### src/hw/rtl/bpa_pkg.sv
package bpa_pkg;

    localparam int LVL_W = 5;

    function automatic logic [LVL_W-1:0] bit_len(input logic [31:0] v);
        logic [LVL_W-1:0] r;
        r = '0;
        for (int b = 0; b < 32; b++) begin
            if (v[b]) begin
                r = LVL_W'(b + 1);
            end
        end
        return r;
    endfunction

endpackage

### src/hw/rtl/bpa_ram.sv
module bpa_ram #(
    parameter int WIDTH = 1,
    parameter int DEPTH = 2048
) (
    input  logic                     i_clk,
    input  logic                     i_we,
    input  logic [$clog2(DEPTH)-1:0] i_addr,
    input  logic [WIDTH-1:0]         i_wdata,
    output logic [WIDTH-1:0]         o_rdata
);

    logic [WIDTH-1:0] r_mem [DEPTH];
    logic [WIDTH-1:0] r_rdata;

    always_ff @(posedge i_clk) begin
        if (i_we) begin
            r_mem[i_addr] <= i_wdata;
        end
        r_rdata <= r_mem[i_addr];
    end

    assign o_rdata = r_rdata;

endmodule

### src/hw/rtl/buddy_page_allocator.sv
// Buddy page allocator. Pulse start while busy is low; one result word follows
// on o_done for a single cycle, and must be taken then since it cannot be held
// off. A request reads each free-map node it visits through the single-port
// free-map RAM: an allocation scans levels from the requested size upward
// (worst case about 2*region nodes), then splits level by level; a free checks
// ancestors and the block's subtree and then merges level by level. After
// reset and after every region_pages write the free map is cleared, one entry
// per cycle over all 2*TOP entries (TOP being the largest power of two not
// above MAX_PAGES), then the root of a non-empty region is seeded free, all
// with busy high.
module buddy_page_allocator
    import bpa_pkg::*;
#(
    parameter int MAX_PAGES = 1024
) (
    input  logic        i_clk,
    input  logic        i_rst_n,
    input  logic        i_cfg_valid,
    output logic        o_cfg_ready,
    input  logic [10:0] i_cfg_data,
    input  logic        start,
    output logic        busy,
    input  logic        i_mode,
    input  logic [10:0] i_page_count,
    input  logic [9:0]  i_block_offset,
    output logic        o_done,
    output logic        o_status,
    output logic [9:0]  o_granted_offset,
    output logic [10:0] o_free_total
);

    localparam int TOP_LOG = $clog2(MAX_PAGES + 1) - 1;
    localparam int TOP     = 1 << TOP_LOG;
    localparam int AW      = TOP_LOG + 1;
    localparam int IW      = TOP_LOG + 1;
    localparam int CW      = (TOP_LOG + 2 > 12) ? TOP_LOG + 2 : 12;

    typedef enum logic [3:0] {
        S_IDLE, S_CLR, S_SEED, S_START,
        S_ARD, S_ACHK, S_ASPW,
        S_FARD, S_FACHK, S_FDRD, S_FDCHK,
        S_MINIT, S_MRD, S_MCHK, S_MSET
    } t_state;

    t_state           r_state;
    logic [10:0]      r_region;
    logic [AW-1:0]    r_clr;
    logic [LVL_W-1:0] r_k;
    logic [IW-1:0]    r_i;
    logic             r_sib;
    logic [CW-1:0]    r_cnt;
    logic             r_mode;
    logic [LVL_W-1:0] r_ku;
    logic [9:0]       r_off;
    logic [CW-1:0]    r_free;
    logic             r_done;
    logic             r_status;
    logic [9:0]       r_granted;

    logic [CW-1:0]    w_want;
    logic             w_empty;
    logic [LVL_W-1:0] w_reg_log;
    logic [CW-1:0]    w_reg_size;
    logic [CW-1:0]    w_u;
    logic [CW-1:0]    w_off;
    logic             w_free_ok;
    logic [AW-1:0]    w_node;
    logic [AW-1:0]    w_addr;
    logic             w_we;
    logic             w_wdata;
    logic             w_rdata;
    logic [10:0]      w_nm1;

    assign w_want     = (CW'(r_region) > CW'(TOP)) ? CW'(TOP) : CW'(r_region);
    assign w_empty    = (w_want == '0);
    assign w_reg_log  = w_empty ? '0 : bit_len(32'(w_want)) - LVL_W'(1);
    assign w_reg_size = w_empty ? '0 : (CW'(1) << w_reg_log);
    assign w_u        = CW'(1) << r_ku;
    assign w_off      = CW'(r_off);
    assign w_free_ok  = !w_empty && (r_ku <= w_reg_log) && ((w_off & (w_u - CW'(1))) == '0)
                        && ((w_off + w_u) <= w_reg_size);
    assign w_node     = (AW'(TOP) >> r_k) + AW'(r_i ^ IW'(r_sib));
    assign w_addr     = (r_state == S_CLR) ? r_clr : w_node;
    assign w_nm1      = (i_page_count == '0) ? '0 : i_page_count - 11'd1;

    always_comb begin
        w_we    = 1'b0;
        w_wdata = 1'b0;
        case (r_state)
            S_CLR:  w_we = 1'b1;
            S_SEED: begin
                w_we    = 1'b1;
                w_wdata = 1'b1;
            end
            S_ACHK: w_we = w_rdata;
            S_ASPW: begin
                w_we    = 1'b1;
                w_wdata = 1'b1;
            end
            S_MCHK: w_we = w_rdata;
            S_MSET: begin
                w_we    = 1'b1;
                w_wdata = 1'b1;
            end
            default: w_we = 1'b0;
        endcase
    end

    bpa_ram #(
        .WIDTH(1),
        .DEPTH(2 * TOP)
    ) u_map (
        .i_clk  (i_clk),
        .i_we   (w_we),
        .i_addr (w_addr),
        .i_wdata(w_wdata),
        .o_rdata(w_rdata)
    );

    always_ff @(posedge i_clk) begin
        if (!i_rst_n) begin
            r_state  <= S_CLR;
            r_region <= 11'd1024;
            r_clr    <= '0;
            r_sib    <= 1'b0;
            r_done   <= 1'b0;
            r_free   <= '0;
        end else begin
            r_done <= 1'b0;
            case (r_state)
                S_IDLE: begin
                    if (start) begin
                        r_mode  <= i_mode;
                        r_ku    <= bit_len(32'(w_nm1));
                        r_off   <= i_block_offset;
                        r_state <= S_START;
                    end
                end
                S_CLR: begin
                    r_clr <= r_clr + AW'(1);
                    if (r_clr == '1) begin
                        r_free  <= w_reg_size;
                        r_k     <= w_reg_log;
                        r_i     <= '0;
                        r_sib   <= 1'b0;
                        r_state <= w_empty ? S_IDLE : S_SEED;
                    end
                end
                S_SEED: r_state <= S_IDLE;
                S_START: begin
                    r_sib <= 1'b0;
                    if (!r_mode) begin
                        if (w_empty || r_ku > w_reg_log) begin
                            r_done    <= 1'b1;
                            r_status  <= 1'b1;
                            r_granted <= '0;
                            r_state   <= S_IDLE;
                        end else begin
                            r_k     <= r_ku;
                            r_i     <= '0;
                            r_state <= S_ARD;
                        end
                    end else if (!w_free_ok) begin
                        r_done    <= 1'b1;
                        r_status  <= 1'b1;
                        r_granted <= '0;
                        r_state   <= S_IDLE;
                    end else if (r_ku == w_reg_log) begin
                        r_k     <= '0;
                        r_i     <= IW'(w_off);
                        r_cnt   <= w_u;
                        r_state <= S_FDRD;
                    end else begin
                        r_k     <= r_ku + LVL_W'(1);
                        r_i     <= IW'(w_off >> (r_ku + LVL_W'(1)));
                        r_state <= S_FARD;
                    end
                end
                S_ARD: r_state <= S_ACHK;
                S_ACHK: begin
                    if (w_rdata) begin
                        if (r_k == r_ku) begin
                            r_done    <= 1'b1;
                            r_status  <= 1'b0;
                            r_granted <= 10'((CW'(r_i)) << r_ku);
                            r_free    <= r_free - w_u;
                            r_state   <= S_IDLE;
                        end else begin
                            r_k     <= r_k - LVL_W'(1);
                            r_i     <= r_i << 1;
                            r_sib   <= 1'b1;
                            r_state <= S_ASPW;
                        end
                    end else if (CW'(r_i) + CW'(1) == (w_reg_size >> r_k)) begin
                        if (r_k == w_reg_log) begin
                            r_done    <= 1'b1;
                            r_status  <= 1'b1;
                            r_granted <= '0;
                            r_state   <= S_IDLE;
                        end else begin
                            r_k     <= r_k + LVL_W'(1);
                            r_i     <= '0;
                            r_state <= S_ARD;
                        end
                    end else begin
                        r_i     <= r_i + IW'(1);
                        r_state <= S_ARD;
                    end
                end
                S_ASPW: begin
                    if (r_k == r_ku) begin
                        r_sib     <= 1'b0;
                        r_done    <= 1'b1;
                        r_status  <= 1'b0;
                        r_granted <= 10'((CW'(r_i)) << r_ku);
                        r_free    <= r_free - w_u;
                        r_state   <= S_IDLE;
                    end else begin
                        r_k <= r_k - LVL_W'(1);
                        r_i <= r_i << 1;
                    end
                end
                S_FARD: r_state <= S_FACHK;
                S_FACHK: begin
                    if (w_rdata) begin
                        r_done    <= 1'b1;
                        r_status  <= 1'b1;
                        r_granted <= '0;
                        r_state   <= S_IDLE;
                    end else if (r_k == w_reg_log) begin
                        r_k     <= '0;
                        r_i     <= IW'(w_off);
                        r_cnt   <= w_u;
                        r_state <= S_FDRD;
                    end else begin
                        r_k     <= r_k + LVL_W'(1);
                        r_i     <= r_i >> 1;
                        r_state <= S_FARD;
                    end
                end
                S_FDRD: r_state <= S_FDCHK;
                S_FDCHK: begin
                    if (w_rdata) begin
                        r_done    <= 1'b1;
                        r_status  <= 1'b1;
                        r_granted <= '0;
                        r_state   <= S_IDLE;
                    end else if (r_cnt == CW'(1)) begin
                        if (r_k == r_ku) begin
                            r_i     <= IW'(w_off >> r_ku);
                            r_state <= S_MINIT;
                        end else begin
                            r_k     <= r_k + LVL_W'(1);
                            r_i     <= IW'(w_off >> (r_k + LVL_W'(1)));
                            r_cnt   <= w_u >> (r_k + LVL_W'(1));
                            r_state <= S_FDRD;
                        end
                    end else begin
                        r_cnt   <= r_cnt - CW'(1);
                        r_i     <= r_i + IW'(1);
                        r_state <= S_FDRD;
                    end
                end
                S_MINIT: begin
                    if (r_k < w_reg_log) begin
                        r_sib   <= 1'b1;
                        r_state <= S_MRD;
                    end else begin
                        r_sib   <= 1'b0;
                        r_state <= S_MSET;
                    end
                end
                S_MRD: r_state <= S_MCHK;
                S_MCHK: begin
                    if (w_rdata) begin
                        r_k <= r_k + LVL_W'(1);
                        r_i <= r_i >> 1;
                        if (r_k + LVL_W'(1) < w_reg_log) begin
                            r_state <= S_MRD;
                        end else begin
                            r_sib   <= 1'b0;
                            r_state <= S_MSET;
                        end
                    end else begin
                        r_sib   <= 1'b0;
                        r_state <= S_MSET;
                    end
                end
                S_MSET: begin
                    r_done    <= 1'b1;
                    r_status  <= 1'b0;
                    r_granted <= '0;
                    r_free    <= r_free + w_u;
                    r_state   <= S_IDLE;
                end
                default: r_state <= S_IDLE;
            endcase
            if (i_cfg_valid) begin
                r_region <= i_cfg_data;
                r_clr    <= '0;
                r_state  <= S_CLR;
            end
        end
    end

    assign o_cfg_ready      = 1'b1;
    assign busy             = (r_state != S_IDLE);
    assign o_done           = r_done;
    assign o_status         = r_status;
    assign o_granted_offset = r_granted;
    assign o_free_total     = r_free[10:0];

    a_done_after_busy: assert property (@(posedge i_clk) disable iff (!i_rst_n)
        o_done |-> $past(busy))
        else $error("result word without a request in flight");

    a_fail_no_offset: assert property (@(posedge i_clk) disable iff (!i_rst_n)
        (o_done && o_status) |-> (o_granted_offset == '0))
        else $error("failed request reports an offset");

    a_free_bounded: assert property (@(posedge i_clk) disable iff (!i_rst_n)
        !busy |-> (r_free <= w_reg_size))
        else $error("free page total exceeds region");

endmodule

### config.mk
export PLATFORM = sky130hd
export DESIGN_NAME = buddy_page_allocator
export DESIGN_NICKNAME = d
export VERILOG_FILES = /design/src/hw/rtl/bpa_pkg.sv /design/src/hw/rtl/bpa_ram.sv /design/src/hw/rtl/buddy_page_allocator.sv
export SDC_FILE = /design/constraint.sdc
export NUM_CORES = 2
export LEC_CHECK = 0
export ABC_AREA = 1
export BUFFER_PORTS_ARGS = -buffer_cell sky130_fd_sc_hd__buf_2
export CORE_MARGIN = 5
export CORE_UTILIZATION = 60
export DETAILED_ROUTE_END_ITERATION = 8
export PLACE_DENSITY = 0.76
export SETUP_SLACK_MARGIN = 0.15
export SLEW_MARGIN = 40
export SYNTH_ARGS = -nofsm -noshare
export SYNTH_HDL_FRONTEND = slang
export SYNTH_SLANG_ARGS = --single-unit
### constraint.sdc
create_clock -name i_clk -period 102.5 [get_ports i_clk]
set_input_delay 5.125 -clock i_clk [delete_from_list [all_inputs] [get_ports i_clk]]
set_output_delay 5.125 -clock i_clk [all_outputs]
set_load 0.05 [all_outputs]
==> results.json <==
{
  "vias": 72900,
  "postRouteWirelength_mm": 295,
  "vias_in_the_first_global_route": 69500,
  "worst_path_largest_cell_delay_ns": 0.77,
  "routedWlPerCell_um": 26.2,
  "num-nets-final": 9042,
  "worst_pin_slew_ns": 0.984,
  "post-place-cells": 10900,
  "finalHoldWorstSlack_ns": 0.448,
  "critical_path.startpoint_type": "flop",
  "critical_path_buf_inv_count": 7,
  "yosysMostFrequentCell": "sky130_fd_sc_hd__nor2_1",
  "postLayoutSetupSlackWorst_ns": 95.18,
  "cts_max_path_buffers": 3,
  "ys_seq_area_share_pct": 66.2,
  "min_delay_path_class": "flop to flop",
  "cts_buffer_count": 211,
  "worstPathMaxFanout": 115,
  "fin_setup_tns_ns": 0,
  "cts_repair_resize_count": 0,
  "grt_first_pass_wirelength_mm": 433,
  "htree_num_levels": 4,
  "synth_async_sr_flop_share_pct": 0,
  "number_of_buffers_added_for_setup_after_cts": 0,
  "cts_num_sinks": 2142,
  "critical-path-slowest-cell": "sky130_fd_sc_hd__edfxtp_1",
  "synthesis.area_um2": 96500,
  "synth-simple-area-share_pct": 20.2,
  "finalClockSkew_ns": 0.0671,
  "core.rowCount": 147,
  "synth.distinct_cells": 72,
  "syn_to_final_growth_pct": 9.06,
  "placer_congestion": 0.953,
  "ys_ff_latch": 2142,
  "yosys.area.top_type_share_pct": 65.4,
  "timing.critical_path.arrival_ns": 8.05,
  "post_drt_via_cell_ratio": 6.48,
  "timing.final.crit_share_pct": 7.14,
  "detailedPlacementHpwl_mm": 154,
  "initial_cell_density_of_the_core_pct": 60.2,
  "floorplan.die.width_um": 411,
  "synth.largest_area_cell": "sky130_fd_sc_hd__edfxtp_1",
  "maximum_number_of_pins_on_one_net_before_global_route_repair": 173,
  "worstPathCellList": "inv_1, ha_1, inv_1, nor2_1, fa_1, nand2_1, o21ai_2, inv_1, nand2_1, clkinv_8, buf_4, buf_4, buf_4, a22oi_1, a21oi_1, a21oi_1, nand3_1, o41ai_2, nand4_1, o31ai_1, nand4_1",
  "worst-setup-path-type": "flop to flop",
  "finalHoldViolations": 0,
  "largest_family_of_logic_cells_by_synthesized_area": "simple AND/OR/NAND/NOR gates",
  "yosysWarnings": 0,
  "drtAntennaViolNets": 0,
  "final_cells": 11300,
  "post_route_cells_drive_above_1_share_pct": 7.37,
  "timing.final.max_slew_violations": 0,
  "syn-instance-count": 9225,
  "most_used_flip_flop_cell_after_synthesis": "sky130_fd_sc_hd__edfxtp_1",
  "boundaryPins": 62,
  "setup-violations-final": 0,
  "synth.net_count": 9343,
  "leakagePower_nw": 38.2,
  "outcome": "finished, final reports clean",
  "synth_compound_area_share_pct": 8.01,
  "post_synth.cell_area_avg_um2": 10.5,
  "globalRoute.totalOverflow": 0,
  "max-vdd-ir-drop_mv": 0.0225,
  "setup.worst_path.end_class": "flop",
  "finalPower_mw": 1.72,
  "maxSlewHeadroom_pct": 34.4,
  "ctsHoldBuffers": 0,
  "critical_path.top_delay_family": "buffers and inverters",
  "timing.fmax_mhz": 137,
  "drt-initial-drc-count": 12500,
  "dpl_worst_slack_ns": 95.21,
  "iteration_count_of_the_initial_detailed_routing_pass": 6,
  "grt_antenna_before_repair": 3,
  "muxShareOfSynthArea_pct": 0.0207,
  "numPortBuffers": 60,
  "die_height_um": 411,
  "die_area_um2": 169000,
  "yosys-top-cells-area": "sky130_fd_sc_hd__edfxtp_1 65%, sky130_fd_sc_hd__nor2_1 9.1%, sky130_fd_sc_hd__nand2_1 7.3%",
  "cp_data_required_time_ns": 103.23,
  "grt_total_usage_pct": 34.2,
  "power.density_nw_per_um2": 16.3,
  "cts_tree": "done",
  "clk_pin_slew_worst_paths_ns": 0.06,
  "detail_route.drc_violations": 0,
  "synthTopCellsByCount": "2,337 x sky130_fd_sc_hd__nor2_1, 2,102 x sky130_fd_sc_hd__edfxtp_1, 1,885 x sky130_fd_sc_hd__nand2_1",
  "synth_enable_flop_cells": 2102,
  "insertion_delay_ns": 0.88,
  "core_um2": 160000,
  "synth-xor-area-share_pct": 0.472,
  "period_minus_slack_ns": 7.32,
  "clock-root-buffer": "sky130_fd_sc_hd__clkbuf_16",
  "rsz0062_at_grt": "no",
  "maxCapViolations": 0,
  "post_synth_adder_cell_area_pct": 1.07
}
state kept, by name, indices dropped and copies added (netlist names):
register and cells:
r_free 11, o_granted_offset 10, r_ku 4, r_clr 11
r_cnt 12, u_map.o_rdata 1, r_off 10, r_state 4
r_i 11, r_mode 1, o_done 1, o_status 1
u_map.r_mem 2048, r_region 11, r_sib 1, r_k 5
power by group:
part | switching [mW] | total [mW] | internal, mW
registers | 0.000678 | 0.948 | 0.947
clock network | 0.333 | 0.734 | 0.401
logic | 0.0290 | 0.0359 | 0.00681
cell usage in the layout (no fill, tap or decap), types with 8 or more instances in the layout:
master / instances
sky130_fd_sc_hd__inv_2: 10
sky130_fd_sc_hd__o31ai_1: 15
sky130_fd_sc_hd__inv_1: 222
sky130_fd_sc_hd__nand2_4: 49
sky130_fd_sc_hd__a221oi_1: 21
sky130_fd_sc_hd__nor2_1: 2322
sky130_fd_sc_hd__buf_4: 88
sky130_fd_sc_hd__o211ai_1: 20
sky130_fd_sc_hd__nand2_1: 1802
sky130_fd_sc_hd__a21oi_1: 331
sky130_fd_sc_hd__o221ai_1: 14
sky130_fd_sc_hd__clkbuf_1: 58
sky130_fd_sc_hd__a22oi_1: 463
sky130_fd_sc_hd__edfxtp_1: 2102
sky130_fd_sc_hd__bufinv_16: 8
sky130_fd_sc_hd__dfxtp_1: 40
sky130_fd_sc_hd__nor3_1: 31
sky130_fd_sc_hd__nand3_1: 114
sky130_fd_sc_hd__xnor2_1: 15
sky130_fd_sc_hd__a41oi_1: 8
sky130_fd_sc_hd__nor4_1: 9
sky130_fd_sc_hd__clkinv_2: 22
sky130_fd_sc_hd__a31oi_1: 8
sky130_fd_sc_hd__o21ai_0: 160
sky130_fd_sc_hd__xor2_1: 37
sky130_fd_sc_hd__nor2_2: 12
sky130_fd_sc_hd__o41ai_2: 15
sky130_fd_sc_hd__buf_6: 27
sky130_fd_sc_hd__o21ai_1: 21
sky130_fd_sc_hd__clkinv_1: 68
sky130_fd_sc_hd__a22o_1: 19
sky130_fd_sc_hd__buf_2: 62
sky130_fd_sc_hd__ha_1: 78
sky130_fd_sc_hd__buf_12: 16
sky130_fd_sc_hd__nand4_1: 361
sky130_fd_sc_hd__a211oi_1: 13
sky130_fd_sc_hd__clkbuf_16: 212
sky130_fd_sc_hd__nor2_4: 10
sky130_fd_sc_hd__nand2_2: 58
path summary, 6_finish.rpt:
check / cells after the start / slack, ns / endpoint / start
worst max-delay path: 21 / 95.18 / u_map.o_rdata / r_k[1]
worst min-delay path: 1 / 0.45 / r_clr[2] / r_clr[2]
worst max register to register: 21 / 95.18 / u_map.o_rdata / r_k[1]
worst min register to register: 1 / 0.45 / r_clr[2] / r_clr[2]
layout make-up:
cell class | instances | area, um^2
diodes | 2 | 5.00
clock buffers | 272 | 5540
clock inverters | 108 | 898
fillers | 12100 | 54900
inverters | 248 | 972
multi-input cells | 6118 | 29400
flip-flops and latches | 2142 | 63900
well taps | 2160 | 2700
repair buffers | 203 | 1820
per-stage QoR:
stage | area, um^2 | utilization [%]
2_1_floorplan | 96500 | -
3_5_place_dp | 98700 | 61.6
4_1_cts | 105000 | 65.6
5_1_grt | 105000 | 65.7
6_report | 105000 | 65.7
3_3_place_gp | 98000 | 61.2
per-layer routing:
layer | vias to the layer above | GRT usage [%] | part of all wire (%)
li1 | 31500 | - | -
met1 | 35400 | 45.7 | 35
met2 | 5052 | 52.0 | 45
met3 | 1014 | 9.90 | 14
met4 | 4 | 16.6 | 5.5
met5 | - | 0 | 0.0091
cell families after synthesis:
family,count (synthesis)
other,1
AO/OA/AOI/OAI,1177
buffers and inverters,965
adder cells (fa/ha/maj),81
XOR/XNOR,52
flip-flops,2142
AND/OR/NAND/NOR,4805
multiplexers,2
Power figures use the tool's default switching activity.
